==> src/rtl/bps_pkg.sv <==
// ----------------------------------------------------------------------------
// bilinear pixel sampler package
// shared constants, register codes and interface structs
// ----------------------------------------------------------------------------
package bps_pkg;

   // default geometry and fixed-point format
   localparam int DEF_MAX_WIDTH  = 256;
   localparam int DEF_MAX_HEIGHT = 256;
   localparam int DEF_FRAC_BITS  = 8;

   // register and field widths
   localparam int SIZE_W     = 9;
   localparam int COUNT_W    = 3;
   localparam int CSR_ADDR_W = 4;
   localparam int CSR_DATA_W = 32;
   localparam int COORD_W    = 18;
   localparam int PIX_W      = 32;
   localparam int CHANNELS   = 4;
   localparam int CHAN_W     = 8;

   localparam logic [CHAN_W-1:0]  PIX_MAX   = 8'd255;
   localparam logic [COUNT_W-1:0] CHAN_MAX  = 3'd4;

   // register reset values
   localparam logic [SIZE_W-1:0]  RST_WIDTH  = 9'd256;
   localparam logic [SIZE_W-1:0]  RST_HEIGHT = 9'd256;
   localparam logic [COUNT_W-1:0] RST_COUNT  = 3'd4;

   // register index (byte address / 4)
   typedef enum logic [1:0] {
      REG_IMAGE_WIDTH   = 2'd0,
      REG_IMAGE_HEIGHT  = 2'd1,
      REG_CHANNEL_COUNT = 2'd2
   } bps_reg_type;

   // input command codes
   localparam logic CMD_LOAD   = 1'b0;
   localparam logic CMD_SAMPLE = 1'b1;

   // the four neighbor coordinates of a sample
   typedef struct packed {
      logic [SIZE_W-1:0] c0;
      logic [SIZE_W-1:0] c1;
      logic [SIZE_W-1:0] r0;
      logic [SIZE_W-1:0] r1;
   } bps_nbr_type;

   // accumulator control
   typedef struct packed {
      logic clear;
      logic accum;
   } bps_mac_ctl_type;

endpackage

==> src/rtl/bps_coord.sv <==
// ----------------------------------------------------------------------------
// bps coordinate unit
// clamps a sample location to the image and finds its four neighbors
// ----------------------------------------------------------------------------
module bps_coord #(
   parameter int MAX_WIDTH  = bps_pkg::DEF_MAX_WIDTH,
   parameter int MAX_HEIGHT = bps_pkg::DEF_MAX_HEIGHT,
   parameter int FRAC_BITS  = bps_pkg::DEF_FRAC_BITS
) (
   input  logic signed [bps_pkg::COORD_W-1:0] sample_x,
   input  logic signed [bps_pkg::COORD_W-1:0] sample_y,
   input  logic [bps_pkg::SIZE_W-1:0]         width_cfg,
   input  logic [bps_pkg::SIZE_W-1:0]         height_cfg,
   output bps_pkg::bps_nbr_type               nbr,
   output logic [FRAC_BITS-1:0]               frac_x,
   output logic [FRAC_BITS-1:0]               frac_y
);

   localparam int SW = bps_pkg::SIZE_W;
   localparam int XW = ((SW + FRAC_BITS > bps_pkg::COORD_W) ?
                        SW + FRAC_BITS : bps_pkg::COORD_W) + 1;

   function automatic logic [SW-1:0] sat_size(logic [SW-1:0] v, int max_size);
      logic [SW-1:0] r;
      if (v == '0) r = SW'(1);
      else if (32'(v) > max_size) r = SW'(max_size);
      else r = v;
      return r;
   endfunction

   function automatic logic signed [XW-1:0] clamp_coord(logic signed [XW-1:0] v,
                                                        logic [SW-1:0] size);
      logic signed [XW-1:0] top;
      logic signed [XW-1:0] r;
      top = signed'(XW'({size - SW'(1), {FRAC_BITS{1'b0}}}));
      if (v < 0) r = '0;
      else if (v > top) r = top;
      else r = v;
      return r;
   endfunction

   function automatic logic [SW-1:0] next_idx(logic [SW-1:0] i, logic [SW-1:0] size);
      logic [SW:0] inc;
      logic [SW-1:0] r;
      inc = {1'b0, i} + (SW+1)'(1);
      // last column or row repeats; its weight is zero there
      if (inc < {1'b0, size}) r = inc[SW-1:0];
      else r = size - SW'(1);
      return r;
   endfunction

   logic [SW-1:0]        w_sat;
   logic [SW-1:0]        h_sat;
   logic signed [XW-1:0] x_cl;
   logic signed [XW-1:0] y_cl;

   assign w_sat = sat_size(width_cfg, MAX_WIDTH);
   assign h_sat = sat_size(height_cfg, MAX_HEIGHT);
   assign x_cl  = clamp_coord(XW'(sample_x), w_sat);
   assign y_cl  = clamp_coord(XW'(sample_y), h_sat);

   assign nbr.c0 = x_cl[FRAC_BITS +: SW];
   assign nbr.r0 = y_cl[FRAC_BITS +: SW];
   assign nbr.c1 = next_idx(x_cl[FRAC_BITS +: SW], w_sat);
   assign nbr.r1 = next_idx(y_cl[FRAC_BITS +: SW], h_sat);
   assign frac_x = x_cl[FRAC_BITS-1:0];
   assign frac_y = y_cl[FRAC_BITS-1:0];

endmodule

==> config.mk <==
export PLATFORM = sky130hd
export DESIGN_NAME = bps_coord
export DESIGN_NICKNAME = d
export VERILOG_FILES = /design/src/rtl/bps_pkg.sv /design/src/rtl/bps_coord.sv
export SDC_FILE = /design/constraint.sdc
export NUM_CORES = 1
export LEC_CHECK = 0
export ABC_AREA = 1
export BUFFER_PORTS_ARGS = -buffer_cell sky130_fd_sc_hd__buf_2
export CORE_MARGIN = 2
export CORE_UTILIZATION = 57
export DETAILED_ROUTE_END_ITERATION = 10
export GPL_TIMING_DRIVEN = 0
export PLACE_DENSITY = 0.95
export RECOVER_POWER = 50
export SYNTH_ARGS = -nofsm -noshare
export SYNTH_HDL_FRONTEND = slang
export SYNTH_SLANG_ARGS = --single-unit
==> constraint.sdc <==
create_clock -name vclk -period 9.85
set_input_delay 0.985 -clock vclk [all_inputs]
set_output_delay 0.985 -clock vclk [all_outputs]
set_load 0.02 [all_outputs]
# Word level (Yosys, flattened, before mapping)
# Index checks and enable logic that the tools add are counted.
# totals
out_inout_bits	52
regBits	0
# op_classes
muxes	10
order_cmp	8
reduce_logical	2
addsub	4
# op_table
operator	n
$mux W17	4
$mux W9	6
$gt A18 B18 Y1	2
$lt A18 B1 Y1 const B	2
$add A9 B1 Y10 const B	2
$lt A10 B9 Y1	2
$gt A9 B9 Y1 const B	2
$logic_not A9 Y1	2
$sub A9 B1 Y9 const B	2

# Longest topological paths before layout
# depth
depth_word	10
depth_mapped	39
mapped_depth_nobuf	38

# Worst setup path after synthesis
# OpenSTA, ideal clock, no wires.
# synth_path
path_kind	input to output
start	input port height_cfg[8] (netlist name)
end	output port nbr[0] (netlist name)
t_arrival_ns	5.556
required_ns	8.865
setup_slack_ns	3.309
stages	34
n_path_buf	2
path_cell_list	buf_4 -> inv_6 -> nand2_1 -> nand2_2 -> nand2_4 -> ha_1 -> nand2_1 -> or3_1 -> o21a_1 -> ha_1 -> nand2_1 -> nor2_1 -> nand3_1 -> nor2_2 -> nor2_4 -> nand2_2 -> buf_6 -> o21ai_1 -> nor2_2 -> ha_1 -> nand4_1 -> nor2_1 -> xor2_1 -> ha_1 -> nand2_1 -> nor2_1 -> a211oi_1 -> nand2_1 -> nand2_1 -> nand2_1 -> nand2_1 -> nand3_2 -> nand2_1 -> nand2_1
# synth_lines
item	line	source
start, declared	bps_coord.sv:13	input logic [bps_pkg::SIZE_W-1:0] height_cfg,
end, declared	bps_coord.sv:14	output bps_pkg::bps_nbr_type nbr,

==> results.json <==
{
  "status": "completed",
  "max_freq_mhz": 125,
  "crit_top_cell": "nand2_1",
  "drt.antenna.violating_nets": 0,
  "netlist_instances": 496,
  "ys_types": 37,
  "dp_slack_ps": 2590,
  "max_stage_delay_ps": 470,
  "worstSetupEndpointType": "output pin",
  "syn_area_per_cell_sq_um": 5.61,
  "wl_met2_um": 3860,
  "area_growth_pct": 19.1,
  "rsz0062_at_grt": "false",
  "combPwrFrac_pct": 100.0,
  "placed_area_sq_mm": 0.00339,
  "p_seq_share_pct": 0,
  "fp.dieH_um": 73.9,
  "final_cell_mix": "129 x nand2_1, 94 x inv_1, 91 x buf_2",
  "fin_tns_setup_ps": 0,
  "drt_iter0_drc": 285,
  "fillCellCount": 439,
  "max-cap-violations": 0,
  "synth-seq-area-share_pct": 0,
  "die-area_sq_mm": 0.00546,
  "top_layer": "met4",
  "regArea_sq_um": 0,
  "finalWorstSetupSlack_ps": 1860,
  "start_kind": "primary input",
  "slew_viol_final": 0,
  "hpwl_um": 7200,
  "nClkBuffers": 0,
  "syn_area_sq_mm": 0.00278,
  "crit_type": "primary input to output pin",
  "max_slew_margin_pct": 60.3,
  "yosys_warnings": 0,
  "final_util_pct": 70.2,
  "synth_nets": 586,
  "core_sq_mm": 0.00472,
  "switchingPower_mw": 0.159,
  "arrival_ps": 7010,
  "drt-total-wl_um": 8450,
  "via_per_inst": 5.43,
  "min_period_ps": 7990,
  "hold_buffers": 0,
  "finalPower_mw": 0.238,
  "grt_pass1_vias": 3213,
  "gp_congestion": 0.970,
  "power_density_mw_per_mm2": 71.8,
  "ctsResizeCount": 0,
  "p_sw_share_pct": 66.9,
  "grtUsageTotal_pct": 30.6,
  "post_cts_buffers": 0,
  "start_util_pct": 58.9,
  "fin_crit_sh_pct": 81.2,
  "port_buffers": 105,
  "wl_met3_um": 639,
  "rows": 25,
  "drc": 0,
  "leakage_nw": 2.06,
  "grt_pass1_wl_um": 13800,
  "antennaDiodeCount": 0,
  "antenna_found_initial": 0,
  "vias": 3626,
  "grt_max_degree": 11,
  "layout.nets": 693,
  "yosys.area.top_type": "nand2_1",
  "hold_path.class": "primary input to output pin",
  "design_area_sq_mm": 0.00331,
  "cp_slowest_cell": "clkbuf_1",
  "critPathRequiredTime_ps": 8870,
  "clkPwrFrac_pct": 0,
  "hold_violations": 0,
  "final_common_cell": "nand2_1",
  "fp.dieW_um": 73.9,
  "worstMarginPinSlew_ps": 596,
  "ir_drop_mv": 0.0368,
  "drt-wirelength-per-cell_um": 12.6,
  "path_max_fanout": 10,
  "drive_above_1_share_pct": 23.0,
  "dr.pass1.iters": 5,
  "netlist.area_leader.share_pct": 17.3,
  "nFlopsAndLatches": 0,
  "yosys-top-cells-area": "nand2_1 17%, ha_1 16%, inv_1 13%",
  "grt_overflow": 0,
  "p_int_mw": 0.0788,
  "wirelength_met1_um": 3810,
  "final-setup-viol-count": 0,
  "pin_count": 106
}
power by group through the flow:
stage               clock network, mW  logic (mW)  registers, mW
global route                        0       0.264              0
detailed placement                  0       0.238              0
CTS                                 0       0.239              0
global placement                    0       0.231              0
floorplan                           0       0.168              0
finish                              0       0.238              0
kinds of logic (layout without fill, tap and decap cells):
| kind of cell | Yosys count | in the layout | share of synthesized area (%) |
|---|---|---|---|
| adder cells (fa/ha/maj) | 36 | 36 | 16.2 |
| AND/OR/NAND/NOR | 304 | 304 | 56.4 |
| XOR/XNOR | 15 | 15 | 4.72 |
| AO/OA/AOI/OAI | 28 | 28 | 6.25 |
| buffers and inverters | 113 | 218 | 16.5 |
routing by layer:
layer  vias to the layer above  global-route usage, %
met3                        22                   1.65
li1                       1813                      -
met5                         -                      0
met1                      1608                   43.2
met4                         0                   4.04
met2                       183                   52.2
cell type report:
| cell class | count | area [sq um] | share of cell area, % |
|---|---|---|---|
| plain buffers | 7 | 47.5 | 1.43 |
| well taps | 67 | 83.8 | 2.53 |
| inverters | 106 | 403 | 12.2 |
| multi-input cells | 383 | 2270 | 68.6 |
| repair buffers | 105 | 505 | 15.3 |
critical path, delay by kind of cell:
family	cells	cell delay, ps
and+or+nand+nor	19	2590
xor gates and xnor gates	1	340
AOI/OAI and AO/OA	4	690
adders and majority gates	4	1200
buffers and inverters	7	1190
metrics by stage:
step	hold WS (ps)	cells
5_1_grt	2340	668
4_1_cts	2300	668
6_report	2310	668
3_3_place_gp	2300	668
3_5_place_dp	2300	668
2_1_floorplan	2060	496
synth_stat cells, types with 2 or more instances:
library cell  instances
ha_1                 36
xnor2_1               3
nand2_2              11
o21ai_0               5
nor2_1               44
inv_2                 8
nor2_4                5
buf_2                 2
o211ai_1              2
nand4_1              36
xor2_1               12
a21oi_1              11
buf_6                 3
nand2_1             128
nand3_1              36
nand3b_1              3
nor4_1                3
nor3_1               11
nand2_4               4
nor2_2                6
clkinv_1              4
o21ai_1               3
nand3_4               5
inv_1                93
nand3_2               9
a211oi_1              2
path summary, 6_finish.rpt:
check / start / end / slack (ps) / cells past startpoint
max: width_cfg[8] / nbr[25] / 1860 / 35
min: sample_y[17] / frac_y[6] / 2310 / 3
Note: power is estimated with default switching activity, not from simulation.
