## config.mk

```make
export PLATFORM = sky130hd
export DESIGN_NAME = bps_mac
export DESIGN_NICKNAME = d
export VERILOG_FILES = /design/src/rtl/bps_pkg.sv /design/src/rtl/bps_mac.sv
export SDC_FILE = /design/constraint.sdc
export NUM_CORES = 2
export LEC_CHECK = 0
export ABC_AREA = 1
export BUFFER_PORTS_ARGS = -buffer_cell sky130_fd_sc_hd__buf_2
export CAP_MARGIN = 0
export CORE_MARGIN = 2
export CORE_UTILIZATION = 55
export DETAILED_ROUTE_END_ITERATION = 10
export PLACE_DENSITY = 0.83
export SYNTH_ARGS = -nofsm -noshare
export SYNTH_HDL_FRONTEND = slang
export SYNTH_SLANG_ARGS = --single-unit
export TNS_END_PERCENT = 50
```

## constraint.sdc

```tcl
create_clock -name clock -period 6.6 [get_ports clock]
set_input_delay 0.99 -clock clock [delete_from_list [all_inputs] [get_ports clock]]
set_output_delay 0.99 -clock clock [all_outputs]
set_load 0.005 [all_outputs]
```

## src/rtl/bps_pkg.sv

```systemverilog
// ----------------------------------------------------------------------------
// bilinear pixel sampler package
// shared constants, register codes and interface structs
// ----------------------------------------------------------------------------
package bps_pkg;

   // default geometry and fixed-point format
   localparam int DEF_MAX_WIDTH  = 256;
   localparam int DEF_MAX_HEIGHT = 256;
   localparam int DEF_FRAC_BITS  = 8;

   // register and field widths
   localparam int SIZE_W     = 9;
   localparam int COUNT_W    = 3;
   localparam int CSR_ADDR_W = 4;
   localparam int CSR_DATA_W = 32;
   localparam int COORD_W    = 18;
   localparam int PIX_W      = 32;
   localparam int CHANNELS   = 4;
   localparam int CHAN_W     = 8;

   localparam logic [CHAN_W-1:0]  PIX_MAX   = 8'd255;
   localparam logic [COUNT_W-1:0] CHAN_MAX  = 3'd4;

   // register reset values
   localparam logic [SIZE_W-1:0]  RST_WIDTH  = 9'd256;
   localparam logic [SIZE_W-1:0]  RST_HEIGHT = 9'd256;
   localparam logic [COUNT_W-1:0] RST_COUNT  = 3'd4;

   // register index (byte address / 4)
   typedef enum logic [1:0] {
      REG_IMAGE_WIDTH   = 2'd0,
      REG_IMAGE_HEIGHT  = 2'd1,
      REG_CHANNEL_COUNT = 2'd2
   } bps_reg_type;

   // input command codes
   localparam logic CMD_LOAD   = 1'b0;
   localparam logic CMD_SAMPLE = 1'b1;

   // the four neighbor coordinates of a sample
   typedef struct packed {
      logic [SIZE_W-1:0] c0;
      logic [SIZE_W-1:0] c1;
      logic [SIZE_W-1:0] r0;
      logic [SIZE_W-1:0] r1;
   } bps_nbr_type;

   // accumulator control
   typedef struct packed {
      logic clear;
      logic accum;
   } bps_mac_ctl_type;

endpackage

```

## src/rtl/bps_mac.sv

```systemverilog
// ----------------------------------------------------------------------------
// bps accumulator
// four-channel weighted accumulate with floor and clamp
// ----------------------------------------------------------------------------
module bps_mac #(
   parameter int FRAC_BITS = bps_pkg::DEF_FRAC_BITS
) (
   input  logic                            clock,
   input  bps_pkg::bps_mac_ctl_type        ctl,
   input  logic [bps_pkg::PIX_W-1:0]       pix,
   input  logic [2*FRAC_BITS:0]            weight,
   input  logic [bps_pkg::COUNT_W-1:0]     chan_n,
   output logic [bps_pkg::PIX_W-1:0]       result
);

   localparam int CW    = bps_pkg::CHAN_W;
   localparam int NCH   = bps_pkg::CHANNELS;
   localparam int PW    = 2*FRAC_BITS + 1 + CW;
   localparam int ACC_W = 2*FRAC_BITS + CW + 2;

   logic [ACC_W-1:0] acc_ff [NCH];
   logic [ACC_W-1:0] acc_in [NCH];
   logic [PW-1:0]    prod   [NCH];
   logic [CW+1:0]    floor_v [NCH];

   always_comb begin
      for (int k = 0; k < NCH; k++) begin
         prod[k] = PW'(pix[k*CW +: CW]) * PW'(weight);
         if (ctl.clear) acc_in[k] = '0;
         else if (ctl.accum) acc_in[k] = acc_ff[k] + ACC_W'(prod[k]);
         else acc_in[k] = acc_ff[k];
      end
   end

   always_ff @(posedge clock) begin
      for (int k = 0; k < NCH; k++) begin
         acc_ff[k] <= acc_in[k];
      end
   end

   // floor by dropping fraction bits, clamp, zero unused channels
   always_comb begin
      for (int k = 0; k < NCH; k++) begin
         floor_v[k] = acc_ff[k][2*FRAC_BITS +: CW+2];
         if (bps_pkg::COUNT_W'(k) >= chan_n) result[k*CW +: CW] = '0;
         else if (floor_v[k] > (CW+2)'(bps_pkg::PIX_MAX)) result[k*CW +: CW] = bps_pkg::PIX_MAX;
         else result[k*CW +: CW] = floor_v[k][CW-1:0];
      end
   end

endmodule

```

# Word level (Yosys, flattened, before mapping)

Memories as Yosys holds them, arrays and structs flattened.
Index checks and enable logic that the tools add are counted.

Bits in registers: 0
Memory bits (writable): 104
Input bits: 55
Output and inout bits: 32
Memories: 1

Memories:

| name   | depth | width | rd ports | clocked after Yosys merged registers in | write ports | RTL line      | source |
|---|---|---|---|---|---|---|---|
| acc_ff | 4     | 26    | 4        | 0                                       | 4           | bps_mac.sv:21 | `logic [ACC_W-1:0] acc_ff [NCH];` |

Add/subtract/negate cells: 4
$mul: 4
Order comparisons: 8
Multiplexer cells: 16

Operator list:

| operator                                                         | count |
|---|---|
| two-way mux 26 bit                                               | 8 |
| adder 26 x 25 -> 26 bit                                          | 4 |
| multiplier 8 x 17 -> 25 bit                                      | 4 |
| two-way mux 8 bit                                                | 8 |
| greater-than comparator 10 x 8 -> 1 bit, second input constant   | 4 |
| greater-or-equal comparator 1 x 3 -> 1 bit, first input constant | 2 |
| greater-or-equal comparator 2 x 3 -> 1 bit, first input constant | 2 |

# Logic depth before layout (Yosys ltp)

Word-level depth: 4
Gate-level depth with buffers: 25
Gate-level depth less buffers: 23

# Worst setup path after synthesis

No wires, ideal clock.

Path kind: in2reg
From: input pix[24] in the netlist's numbering
To: memory acc_ff[3][19] in the netlist's numbering
Arrival: 4818 ps
Path slack: 1673 ps
Cell stages on the path: 21
Cell sequence: clkbuf_1 clkbuf_1 nand2_1 fa_1 inv_1 fa_1 fa_1 inv_1 fa_1 inv_1 ha_1 nand2_1 inv_1 a21oi_2 nor2_1 nor2_1 nand2_1 nand2_1 nand3_1 nand2_1 inv_1

RTL lines:

| what               | RTL line      | source |
|---|---|---|
| start: declaration | bps_mac.sv:10 | `input logic [bps_pkg::PIX_W-1:0] pix,` |
| end: declaration   | bps_mac.sv:21 |  |

==> results by group <==
Status
  – Outcome: complete, no violations

Worst setup path
  – Slowest CP cell: buf_2
  – Worst setup EP type: flip-flop
  – Startpoint Class: input pin
  – Crit path cell chain: buf_2 > nand2_1 > fa_1 > inv_1 > fa_1 > fa_1 > inv_1 > fa_1 > inv_1 > ha_1 > nand2_2 > inv_1 > a21oi_1 > nor2_1 > nor2_1 > nand2_1 > nand2_1 > nand2_1 > o21bai_1 > inv_1
  – Crit Path Class: input pin to flip-flop
  – Largest stage delay on the critical path: 0.69 ns
  – CP most frequent cell: inv_1
  – Critical Path Fanout Max: 32
  – Data required, critical path: 6.90 ns
  – CP delay by family, top: adder cells
  – CP Buf/Inv Count: 6
  – CP arrival: 5.51 ns

Global routing
  – Total GRT Usage: 0.277
  – Vias in the first global route: 23.8k
  – First-pass GRT wire length: 113 mm
  – Initial antenna violation count: 0
  – Largest net degree at the start of global routing: 96
  – Total grt overflow: 0

CTS
  – Hold-fix buffers, CTS: 0
  – CTS resizes: 0
  – Max Buffers Root-to-Sink: 2
  – CTS root buffer: clkbuf_16
  – CTS tree: built
  – Num CTS Buffers: 9
  – Clk_lat worst skew: 0.42 ns
  – Setup Fix Bufs, Post-CTS: 0
  – H-tree lvl count: 3
  – Clock slew at reported path FFs: 0.08 ns
  – Sink Count: 104

Yosys
  – Synth Area in XOR/XNOR: 0.0133
  – Synth Area in Adders: 0.423
  – Synth Warn #: 0
  – Post-synth net total: 4772
  – Share of the synthesized area in the top cell type: 0.336
  – Most frequent cell after synthesis: inv_1
  – Sequential area share after synthesis: 0.0772
  – Largest area contributor in the netlist: fa_1
  – Post-synth design cell area: 0.0270 mm^2
  – Async S/R FF share, synth: 0
  – Synth Area in Compound Gates: 0.0466
  – Ys flop type: dfxtp_1
  – Synth Area in Simple Gates: 0.220
  – Combinational family with the most area after synthesis: adder cells
  – Post-synth EDFFs: 0
  – Dominant cells by area after synthesis: fa_1, inv_1, nand2_1
  – Average size of a mapped cell: 6.61 um^2
  – Synthesized flop and latch total: 104
  – Syn Inst Count: 4077
  – Top cells by count, synth: inv_1, nand2_1, fa_1, ha_1, a21oi_1
  – Synth cell types: 32
  – Multiplexer area fraction after synthesis: 0

Final layout
  – Fin nets: 4728
  – Layout area overhead: 3.65%
  – Final cell count without fillers: 4661
  – Fin util: 0.574
  – Top reg by flops: acc_ff
  – Leading registers by flop count: acc_ff x104
  – Share of cells above drive strength 1: 0.0389
  – Filler Cells Inserted: 4565
  – Area of the multi-input gates: 0.0189 mm^2
  – Register area: 0.00208 mm^2
  – Max reg flops: 104

Floorplan
  – Die Area: 0.0508 mm^2
  – # rows: 81
  – Die span in x: 225 um
  – I/O pins: 87
  – Core Box Area: 0.0486 mm^2
  – Initial core utilization: 0.554
  – Chip height: 225 um

Detailed routing
  – TritonRoute pass-1 iters: 7
  – Via count: 23.0k
  – DRT iter0 DRCs: 1409
  – WL final: 65.3 mm
  – Remaining antenna violation count: 0
  – WL/cell: 14.0 um
  – Drt drc: 0
  – Via density: 4.93

Placement
  – GP Congestion: 0.939
  – Placed cells: 4644
  – Setup Slack @ Placement: 1.08 ns
  – DPL Wire Length: 50.9 mm
  – Count of buffers from port buffering: 86

STA
  – Tcrit/Tclk final: 0.789
  – Pins over their slew limit: 0
  – Min Tclk post-route: 5.21 ns
  – FMAX: 0.192 GHz
  – RSZ-0062 raised after global routing: no
  – Worst Tran Pin Value: 1.13 ns
  – Final WS setup: 1.39 ns
  – Post-Route Setup TNS: 0 ns
  – Slew headroom: 0.246
  – Setup-failing EPs final: 0
  – Final Hold Violating Endpoints: 0
  – Final clock skew: 0.0147 ns

Job
  – Maxcap violations: 0

Hold path
  – Worst hold path class: flip-flop to flip-flop
[final cells by class]
class	instances	area share
clock buffers	12	0.00918
diodes	1	0.0000896
clock inverters	4	0.00103
inverters	1428	0.192
well taps	622	0.0279
repair buffers	94	0.0176
multi-input cells	2396	0.678
flip-flops and latches	104	0.0745
[worst reg2reg max path: stages (launching register included)]
cell     delay, ns
dfxtp_1       0.31
inv_1         0.07
fa_1          0.54
inv_1         0.05
fa_1          0.49
fa_1          0.58
inv_1         0.06
fa_1          0.48
inv_1         0.04
ha_1          0.35
nand2_1       0.11
nor2_2        0.19
nand3_1       0.11
nand3_1       0.17
nand2_1       0.14
nand3_1       0.10
nand3_1       0.08
nand2_1       0.12
inv_1         0.04
[routing by layer]
layer / GRT usage / wire length [um] / part of all wire
met3: 0.0481 / 4050 / 0.062
met5: 0 / 0 / 0
met2: 0.489 / 32200 / 0.49
met1: 0.341 / 27200 / 0.42
met4: 0.0921 / 1930 / 0.030
[cell families (layout without fill, tap and decap cells)]
kind of cell | count (synthesis) | in the layout
adders and majority gates | 640 | 640
and+or+nand+nor | 1474 | 1474
xor gates and xnor gates | 41 | 41
DFF | 104 | 104
buffers and inverters | 1577 | 1538
AOI/OAI and AO/OA | 241 | 241
other | 0 | 1
[per-stage QoR]
stage / instance area, um^2 / hold WS [ns]
floorplan: 27000 / 0.449
global placement: 27700 / 0.472
detailed placement: 27700 / 0.490
CTS: 27900 / 0.502
global route: 27900 / 0.528
finish: 27900 / 0.496
[path summary, 6_finish.rpt]
check | start | to | slack (ns) | cells past startpoint
setup / recovery | weight[14] | acc_ff[0][19] | 1.39 | 20
hold / removal | acc_ff[1][3] | acc_ff[1][3] | 0.50 | 2
setup reg to reg | acc_ff[3][10] | acc_ff[3][20] | 2.47 | 18
hold reg to reg | acc_ff[1][3] | acc_ff[1][3] | 0.50 | 2
[layout by cell type, fill, tap and decap left out, drive strengths merged]
cell / Yosys / routed
nor2: 146 / 146
xnor2: 11 / 11
a21oi: 148 / 148
o21ai: 84 / 84
diode: 0 / 1
inv: 1426 / 1426
o211ai: 2 / 2
clkbuf: 133 / 12
nand2: 1166 / 1166
nand3: 125 / 125
dfxtp: 104 / 104
xor2: 30 / 30
or2: 2 / 2
ha: 188 / 188
buf: 16 / 94
clkinv: 2 / 4
nand3b: 6 / 6
fa: 452 / 452
a21o: 3 / 3
clkinvlp: 0 / 2
o21bai: 4 / 4
nor3: 12 / 12
nand4: 17 / 17
Power is not shown: default switching activity piles up to over one toggle a cycle in this logic, so the estimate is an artifact.
